==> config.mk <==
export PLATFORM = sky130hd
export DESIGN_NAME = modbus_rtu_frame_receiver
export DESIGN_NICKNAME = d
export VERILOG_FILES = /design/src/rtl/mrtu_pkg.sv /design/src/rtl/modbus_rtu_frame_receiver.sv
export SDC_FILE = /design/constraint.sdc
export NUM_CORES = 2
export LEC_CHECK = 0
export BUFFER_PORTS_ARGS = -buffer_cell sky130_fd_sc_hd__buf_2
export CAP_MARGIN = 15
export CORE_MARGIN = 5
export CORE_UTILIZATION = 42
export CTS_CLUSTER_SIZE = 24
export DETAILED_ROUTE_END_ITERATION = 10
export PLACE_DENSITY_LB_ADDON = 0.25
export SLEW_MARGIN = 10
export SYNTH_ARGS = -nofsm -noshare
export SYNTH_HDL_FRONTEND = slang
export SYNTH_SLANG_ARGS = --single-unit
==> constraint.sdc <==
create_clock -name clk -period 6.41 [get_ports clk]
set_input_delay 1.282 -clock clk [delete_from_list [all_inputs] [get_ports clk]]
set_output_delay 1.282 -clock clk [all_outputs]
set_load 0.005 [all_outputs]
==> src/rtl/mrtu_pkg.sv <==
`timescale 1ns / 1ps

package mrtu_pkg;

  // frame buffer depth and derived widths
  localparam int FRAME_BYTES = 256;
  localparam int ADDR_W      = $clog2(FRAME_BYTES);
  localparam int CNT_W       = $clog2(FRAME_BYTES + 1);

  localparam logic [15:0] CRC_INIT = 16'hFFFF;
  localparam logic [15:0] CRC_POLY = 16'hA001;
  localparam int          MIN_LEN  = 4;

  // configuration port
  localparam int PADDR_W  = 3;
  localparam int PDATA_W  = 32;
  localparam int ADDR_LSB = 2;
  localparam logic [PADDR_W-ADDR_LSB-1:0] REG_LISTEN_ADDR = '0;
  localparam logic [7:0] LISTEN_ADDR_RST = 8'd1;

  typedef enum logic [1:0] {
    OP_BYTE = 2'd0,
    OP_EOF  = 2'd1,
    OP_READ = 2'd2
  } op_t;

  typedef enum logic [2:0] {
    FS_VALID     = 3'd0,
    FS_BROADCAST = 3'd1,
    FS_BAD       = 3'd2,
    FS_IGNORED   = 3'd3,
    FS_NO_FRAME  = 3'd4
  } frame_status_t;

  typedef enum logic {
    RK_VERDICT = 1'b0,
    RK_READ    = 1'b1
  } result_kind_t;

  typedef enum logic [2:0] {
    M_IDLE = 3'b001,
    M_ADDR = 3'b010,
    M_SKIP = 3'b100
  } rx_mode_t;

  typedef enum logic [3:0] {
    S_IDLE = 4'b0001,
    S_CRC  = 4'b0010,
    S_READ = 4'b0100,
    S_PUSH = 4'b1000
  } seq_state_t;

endpackage

==> src/rtl/modbus_rtu_frame_receiver.sv <==
`timescale 1ns / 1ps

// channel | handshake            | payload
// --------+----------------------+---------------------------------------------------
// in      | in_valid / in_stall  | operation, rx_byte, read_index
// out     | out_valid / out_stall| result_kind, frame_status, payload_length, read_data
// cfg     | apb (psel, penable)  | paddr, pwdata, prdata
//
// a stored byte is accepted, then run through the bit-serial crc shifter
// a read: accept, frame store read, output load; end of frame: accept, output load
// the store takes each opening byte, and addressed bytes while room is left; reads are registered
// rst is synchronous; the frame store is not cleared, never written entries read as garbage
// a result waits in the output register; bytes are still taken while it is stalled,
// an item that produces a result waits in S_PUSH until the output register frees

module modbus_rtu_frame_receiver (
  input  logic                           clk,
  input  logic                           rst,
  input  logic                           in_valid,
  output logic                           in_stall,
  input  logic [1:0]                     operation,
  input  logic [7:0]                     rx_byte,
  input  logic [7:0]                     read_index,
  output logic                           out_valid,
  input  logic                           out_stall,
  output logic                           result_kind,
  output logic [2:0]                     frame_status,
  output logic [7:0]                     payload_length,
  output logic [7:0]                     read_data,
  input  logic                           psel,
  input  logic                           penable,
  input  logic                           pwrite,
  input  logic [mrtu_pkg::PADDR_W-1:0]   paddr,
  input  logic [mrtu_pkg::PDATA_W-1:0]   pwdata,
  output logic [mrtu_pkg::PDATA_W-1:0]   prdata,
  output logic                           pready
);
  import mrtu_pkg::*;

  logic [7:0]       listening_address;
  seq_state_t       state;
  rx_mode_t         mode;
  logic [CNT_W-1:0] byte_count;
  logic [15:0]      crc;
  logic [2:0]       bit_cnt;
  logic             addr_zero;

  logic             pend_kind;
  logic [2:0]       pend_status;
  logic [7:0]       pend_len;
  logic             pend_rzero;

  logic [7:0]       frame_store [FRAME_BYTES];
  logic [7:0]       mem_q;
  logic             mem_we;
  logic             mem_re;
  logic [ADDR_W-1:0] mem_waddr;

  logic             in_fire;
  logic             push_fire;
  logic             cfg_wr;
  logic             buf_full;
  logic             read_in_range;
  logic [15:0]      crc_shift;

  assign pready   = 1'b1;
  assign cfg_wr   = psel && penable && pwrite && pready;
  assign prdata   = (paddr[PADDR_W-1:ADDR_LSB] == REG_LISTEN_ADDR)
                    ? PDATA_W'(listening_address) : '0;

  assign in_stall  = (state != S_IDLE);
  assign in_fire   = in_valid && !in_stall;
  assign push_fire = (state == S_PUSH) && (!out_valid || !out_stall);

  assign buf_full      = (byte_count >= CNT_W'(FRAME_BYTES));
  assign read_in_range = ({24'd0, read_index} < 32'(FRAME_BYTES));
  assign crc_shift     = crc[0] ? ((crc >> 1) ^ CRC_POLY) : (crc >> 1);

  // store the byte at 0 when a frame opens, else append while the frame is addressed and room is left
  always_comb begin
    mem_we    = 1'b0;
    mem_waddr = '0;
    if (in_fire && operation == OP_BYTE) begin
      if (mode == M_IDLE) begin
        mem_we = 1'b1;
      end else if (mode == M_ADDR && !buf_full) begin
        mem_we    = 1'b1;
        mem_waddr = byte_count[ADDR_W-1:0];
      end
    end
  end

  assign mem_re = in_fire && (operation == OP_READ);

  always_ff @(posedge clk) begin
    if (mem_we) begin
      frame_store[mem_waddr] <= rx_byte;
    end
    if (mem_re) begin
      mem_q <= frame_store[read_index[ADDR_W-1:0]];
    end
  end

  always_ff @(posedge clk) begin
    if (rst) begin
      listening_address <= LISTEN_ADDR_RST;
    end else if (cfg_wr && paddr[PADDR_W-1:ADDR_LSB] == REG_LISTEN_ADDR) begin
      listening_address <= pwdata[7:0];
    end
  end

  always_ff @(posedge clk) begin
    if (rst) begin
      state      <= S_IDLE;
      mode       <= M_IDLE;
      byte_count <= '0;
      crc        <= CRC_INIT;
      bit_cnt    <= '0;
    end else begin
      unique case (state)
        S_IDLE: begin
          if (in_fire) begin
            case (operation)
              OP_BYTE: begin
                if (mode == M_IDLE) begin
                  byte_count <= CNT_W'(1);
                  crc        <= CRC_INIT ^ {8'd0, rx_byte};
                  addr_zero  <= (rx_byte == 8'd0);
                  mode       <= (rx_byte == listening_address || rx_byte == 8'd0)
                                ? M_ADDR : M_SKIP;
                  bit_cnt    <= '0;
                  state      <= S_CRC;
                end else if (mode == M_ADDR) begin
                  if (buf_full) begin
                    mode <= M_SKIP;
                  end else begin
                    byte_count <= byte_count + CNT_W'(1);
                    crc        <= crc ^ {8'd0, rx_byte};
                    bit_cnt    <= '0;
                    state      <= S_CRC;
                  end
                end
              end
              OP_EOF: begin
                pend_kind <= RK_VERDICT;
                pend_len  <= 8'd0;
                if (mode == M_ADDR) begin
                  if (byte_count > CNT_W'(MIN_LEN) && crc == 16'd0) begin
                    pend_status <= addr_zero ? FS_BROADCAST : FS_VALID;
                    pend_len    <= 8'(byte_count - CNT_W'(2));
                  end else begin
                    pend_status <= FS_BAD;
                  end
                end else if (mode == M_SKIP) begin
                  pend_status <= FS_IGNORED;
                end else begin
                  pend_status <= FS_NO_FRAME;
                end
                mode  <= M_IDLE;
                crc   <= CRC_INIT;
                state <= S_PUSH;
              end
              OP_READ: begin
                pend_kind   <= RK_READ;
                pend_status <= FS_VALID;
                pend_len    <= 8'd0;
                pend_rzero  <= !read_in_range;
                state       <= S_READ;
              end
              default: begin
              end
            endcase
          end
        end
        S_CRC: begin
          crc     <= crc_shift;
          bit_cnt <= bit_cnt + 3'd1;
          if (bit_cnt == 3'd7) begin
            state <= S_IDLE;
          end
        end
        S_READ: begin
          state <= S_PUSH;
        end
        S_PUSH: begin
          if (push_fire) begin
            state <= S_IDLE;
          end
        end
        default: begin
          state <= S_IDLE;
        end
      endcase
    end
  end

  always_ff @(posedge clk) begin
    if (rst) begin
      out_valid <= 1'b0;
    end else if (push_fire) begin
      out_valid <= 1'b1;
    end else if (!out_stall) begin
      out_valid <= 1'b0;
    end
  end

  // result payload, loaded only when the output register is free
  always_ff @(posedge clk) begin
    if (push_fire) begin
      result_kind    <= pend_kind;
      frame_status   <= pend_status;
      payload_length <= pend_len;
      read_data      <= (pend_kind == RK_READ && !pend_rzero) ? mem_q : 8'd0;
    end
  end

`ifndef ASSERT_OFF
  a_count_bound: assert property (@(posedge clk) disable iff (rst)
    byte_count <= CNT_W'(FRAME_BYTES))
    else $error("byte count beyond frame buffer");

  a_crc_len: assert property (@(posedge clk) disable iff (rst)
    state == S_CRC && bit_cnt == 3'd7 |=> state == S_IDLE)
    else $error("crc shifter ran past eight steps");

  a_eof_reset: assert property (@(posedge clk) disable iff (rst)
    in_fire && operation == OP_EOF |=> mode == M_IDLE && crc == CRC_INIT && state == S_PUSH)
    else $error("end of frame did not return receiver to idle");

  a_append: assert property (@(posedge clk) disable iff (rst)
    in_fire && operation == OP_BYTE && mode == M_ADDR && !buf_full
    |=> byte_count == $past(byte_count) + CNT_W'(1))
    else $error("stored byte not counted");
`endif

endmodule

== After elaboration in Yosys (flattened, before gate mapping) ==
Memories as Yosys holds them, arrays and structs flattened. A register that Yosys moved wholly into a read port is not among the register bits.
Index checks and enable logic that the tools add are counted.
Storage, ports and cells
  flip-flop bits (word level): 77
  bits in writable memories: 2048
  bits of input ports: 60
  output and inout bits: 55
  memories: 1
Operators by class
  add/sub/neg operators: 3
  order comparisons: 2
  equality and inequality tests: 26
  multiplexer cells: 49
  bitwise gates (word level): 5
  reduce and logical (&&, ||, !) cells: 29
Memory list
  frame_store: depth 256, width 8, read ports 1, clocked after memory_dff 1, write ports 1, RTL line modbus_rtu_frame_receiver.sv:53  | logic [7:0] frame_store [FRAME_BYTES];
Operators with widths (number)
  $mux W16: 5
  $pmux W16 S2: 2
  $mux W8: 6
  $mux W3: 11
  $mux W9: 3
  $reduce_and A5 Y1: 5
  $mux W4: 6
  $pmux W3 S2: 3
  $logic_not A16 Y1: 1
  $not A8 Y16: 1
  $pmux W4 S4: 1
  $pmux W8 S2: 1
  $xor A16 B8 Y16: 1
  $pmux W4 S3: 1
  $add A9 B1 Y9 const B: 1
  $ge A9 B9 Y1 const B: 1
  $gt A9 B3 Y1 const B: 1
  $logic_and A1 B1 Y1: 9
  $eq A8 B8 Y1: 1
  $logic_not A8 Y1: 1
  $mux W1: 8
  $ne A2 B2 Y1 const B: 4
  $ne A4 B4 Y1 const B: 2
  $reduce_bool A2 Y1: 4
  26 further kinds: 35

== Longest topological paths before layout ==
  word-level depth: 8
  depth in mapped cells: 11
  mapped depth without buffers: 8

== Worst setup path after synthesis ==
Ideal clock, no wire load.
  path type: input -> register
  start: input operation[0]
  end: memory frame_store[147][0], enable pin
  library setup time: 0.370 ns
  data arrival time: 3.332 ns
  slack: 2.708 ns
  stages on the path: 9
  path buffers: 2
  path through: inv_1 ha_1 nand3_2 or3_4 buf_6 nor3b_4 nand2_1 buf_2 nor2_1
Between the ends
  word-level cells in the longest chain between the ends: 5
RTL lines
  start: declaration: RTL line modbus_rtu_frame_receiver.sv:21  | input logic [1:0] operation,
  $logic_not A2 Y1 (*): RTL line modbus_rtu_frame_receiver.sv:83  | if (in_fire && operation == OP_BYTE) begin
  $logic_and A1 B1 Y1 (*): RTL line modbus_rtu_frame_receiver.sv:83
  $mux W1: RTL line modbus_rtu_frame_receiver.sv:83
  $mux W1: RTL line modbus_rtu_frame_receiver.sv:96  | if (mem_we) begin
  $mux W1 (implied by the code): RTL line modbus_rtu_frame_receiver.sv:97  | frame_store[mem_waddr] <= rx_byte;
  end: declaration: RTL line modbus_rtu_frame_receiver.sv:53
Mark *: on every way between the ends. The rest lies on a longest branch, timed or not.

== Final worst setup path ==
  start: input operation[0]
  end: memory frame_store[127][2], enable pin
The elaborated chain is that of the path after synthesis.

==> qor.yml <==
yosys:
  ys_ff_latch: 2133
  synth-edff-count: 2089
  ys_types: 68
  synth_warnings: 0
  syn_area_um2: 83100
  synth_area_per_cell_um2: 19.8
  ys.flop_type: "edfxtp_1"
  syn_inst: 4198
  synthArstFlopShare_pct: 0
  yosysSeqAreaShare_pct: 76.6
placed_design:
  gp_congestion: 0.821
  dp_hpwl_um: 120000
  dp_cells: 6791
  placed_area_um2: 86800
  io_buffers: 63
timing:
  worst_slew_pin_slew_ns: 1.34
  finalCritPeriodShare_pct: 67.0
  fin_crit_ns: 4.29
  fmax_mhz: 233
  setup_viol: 0
  finClkSkew_ns: 0.0220
  drv_slew: 0
  hold_viol_final: 0
  holdWs_ns: 0.417
  rsz0062_at_grt: "no"
  timing.setup.tns_ns: 0
  max_slew_margin_pct: 10.2
global_routing:
  grt_start_max_net_pins: 216
  grtUsageMet3_pct: 3.25
  overflow: 0
  grt_pass1_wl_um: 295000
  grtUsageMet1_pct: 27.0
  grt_use_total_pct: 19.6
  top_usage_layer: "met2"
  first_global_vias: 41962
  antenna_found_initial: 11
  use_met2_pct: 32.4
clocking:
  htreeDepth: 4
  cts_tree: "built"
  ctsRootBufferMaster: "clkbuf_16"
  cts-resized-gates: 0
  numCtsBuffers: 210
  clk_latency_ns: 0.84
  clkTransAtPathRegs_ns: 0.06
  cts_buffer_depth: 3
  holdBufCountCts: 0
  cts_setup_buffers: 0
  clkSinkCount: 2133
critical_path:
  crit_type: "in2reg"
  worst_setup_path_start_kind: "input pin"
  worstPathArrival_ns: 4.74
  reg2reg_depth: 6
  crit_path_end_kind: "flip-flop"
  critPathRequiredTime_ns: 6.86
  cp_max_fo: 16
detailed_routing:
  drt_pass1_iterations: 6
  ant_nets: 0
  wl_per_cell_um: 28.3
  drt-vias-per-instance: 5.72
  wirelength_um: 204000
  drt_iter0_drc: 4259
  drc: 0
  via_count: 41084
run:
  maxCapViolations: 0
cells_and_area:
  area_delta_synth_final_pct: 12.6
  nets: 4434
  layout_common_cells: "2089 x edfxtp_1, 421 x mux4_2, 338 x nor2_1"
  drive_gt1_share_pct: 21.3
  final_cells: 7186
  design_area_um2: 93500
  final_common_cell: "edfxtp_1"
floorplan:
  ioPinCount: 115
  die_w_um: 455
  die_y_um: 455
  initial_core_util_pct: 42.2
  die-area_um2: 207000
  core_area_um2: 197000
  rows: 163
min_path:
  hold-path-cell-count: 0
  min_path_type: "reg2reg"
power:
  peakVddDrop_v: 0.000273
  powerDensity_nw_per_um2: 307
  p_leak_uw: 0.0290
outcome:
  status: "finished clean"
[worst max-delay path: stages]
cell and delay [ns]:
buf_2 0.11, inv_1 0.09, ha_1 0.32, nand3_2 0.21, or3_4 0.53, nor3b_2 0.58, nand2_1 0.74, nor2_1 0.87
[final cells by class]
class / instances / area (um^2)
Multi-Input combinational cell: 1800 / 18200
Antenna cell: 2 / 5.00
Clock buffer: 274 / 5510
Timing Repair Buffer: 205 / 1670
Clock inverter: 119 / 1160
Sequential cell: 2133 / 63600
Fill cell: 16384 / 103000
Tap cell: 2640 / 3300
Inverter: 13 / 48.8
[per-stage QoR]
stage	worst slack, ns	total power [uW]	util (%)
floorplan	2.71	16400	-
global placement	1.24	17000	44.1
detailed placement	1.21	17000	44.1
CTS	2.13	28900	47.5
global route	1.98	29600	47.5
finish	2.12	28700	47.5
[synth_stat cells, types with 40 or more instances]
library cell     n  area share, %
a211oi_1        44           0.40
dfxtp_1         44            1.1
o22ai_1         55           0.41
edfxtp_1      2089             76
mux2i_1        143            1.7
mux4_2         421             11
nand2_1         96           0.43
nor2_1         341            1.5
a22oi_1        155            1.4
buf_2           48           0.29
nor4_1          45           0.34
o221ai_1        40           0.42
nor2b_1         48           0.36
a21oi_1        104           0.63
clkbuf_1       145           0.66
buf_4           61           0.55
[sequential cells by signal, summed over array words and instances, names as in the netlist, 3 cells and up]
register,count
frame_store,2048
crc,16
byte_count,9
listening_address,8
mem_q,8
payload_length,8
pend_len,8
read_data,8
state,4
bit_cnt,3
frame_status,3
mode,3
pend_status,3
[per-layer routing]
layer  wire length [um]  up-vias
met5                 28        -
met2             101000     1391
met1              84000    21800
met3              13000      295
met4               5950        4
li1                   -    17594
[logic make-up (layout without fill, tap and decap cells)]
family	count (synthesis)	in the layout	share of synthesized area, %
flops	2133	2133	76.6
simple gates	663	663	3.76
mux	586	586	13.4
compound gates	487	487	4.04
buf+inv	288	611	1.72
xor+xnor	28	28	0.295
fa+ha+maj	11	11	0.166
other cells	2	27	0.00904
[report_power, final]
group / internal [uW] / leakage, uW / total [uW] / switching, uW
Sequential: 15300 / 0.0191 / 15400 / 31.7
Combinational: 464 / 0.00664 / 1360 / 898
Clock: 6790 / 0.00324 / 12000 / 5180
Total: 22600 / 0.0290 / 28700 / 6110
[worst paths after layout]
path / startpoint / endpoint / slack [ns]
max: operation[0] / frame_store[127][2] / 2.12
min: pend_len[2] / payload_length[2] / 0.42
max reg2reg: state[1] / frame_store[127][2] / 2.17
min reg2reg: pend_len[2] / payload_length[2] / 0.42
Note: power is estimated with default switching activity, not from simulation.
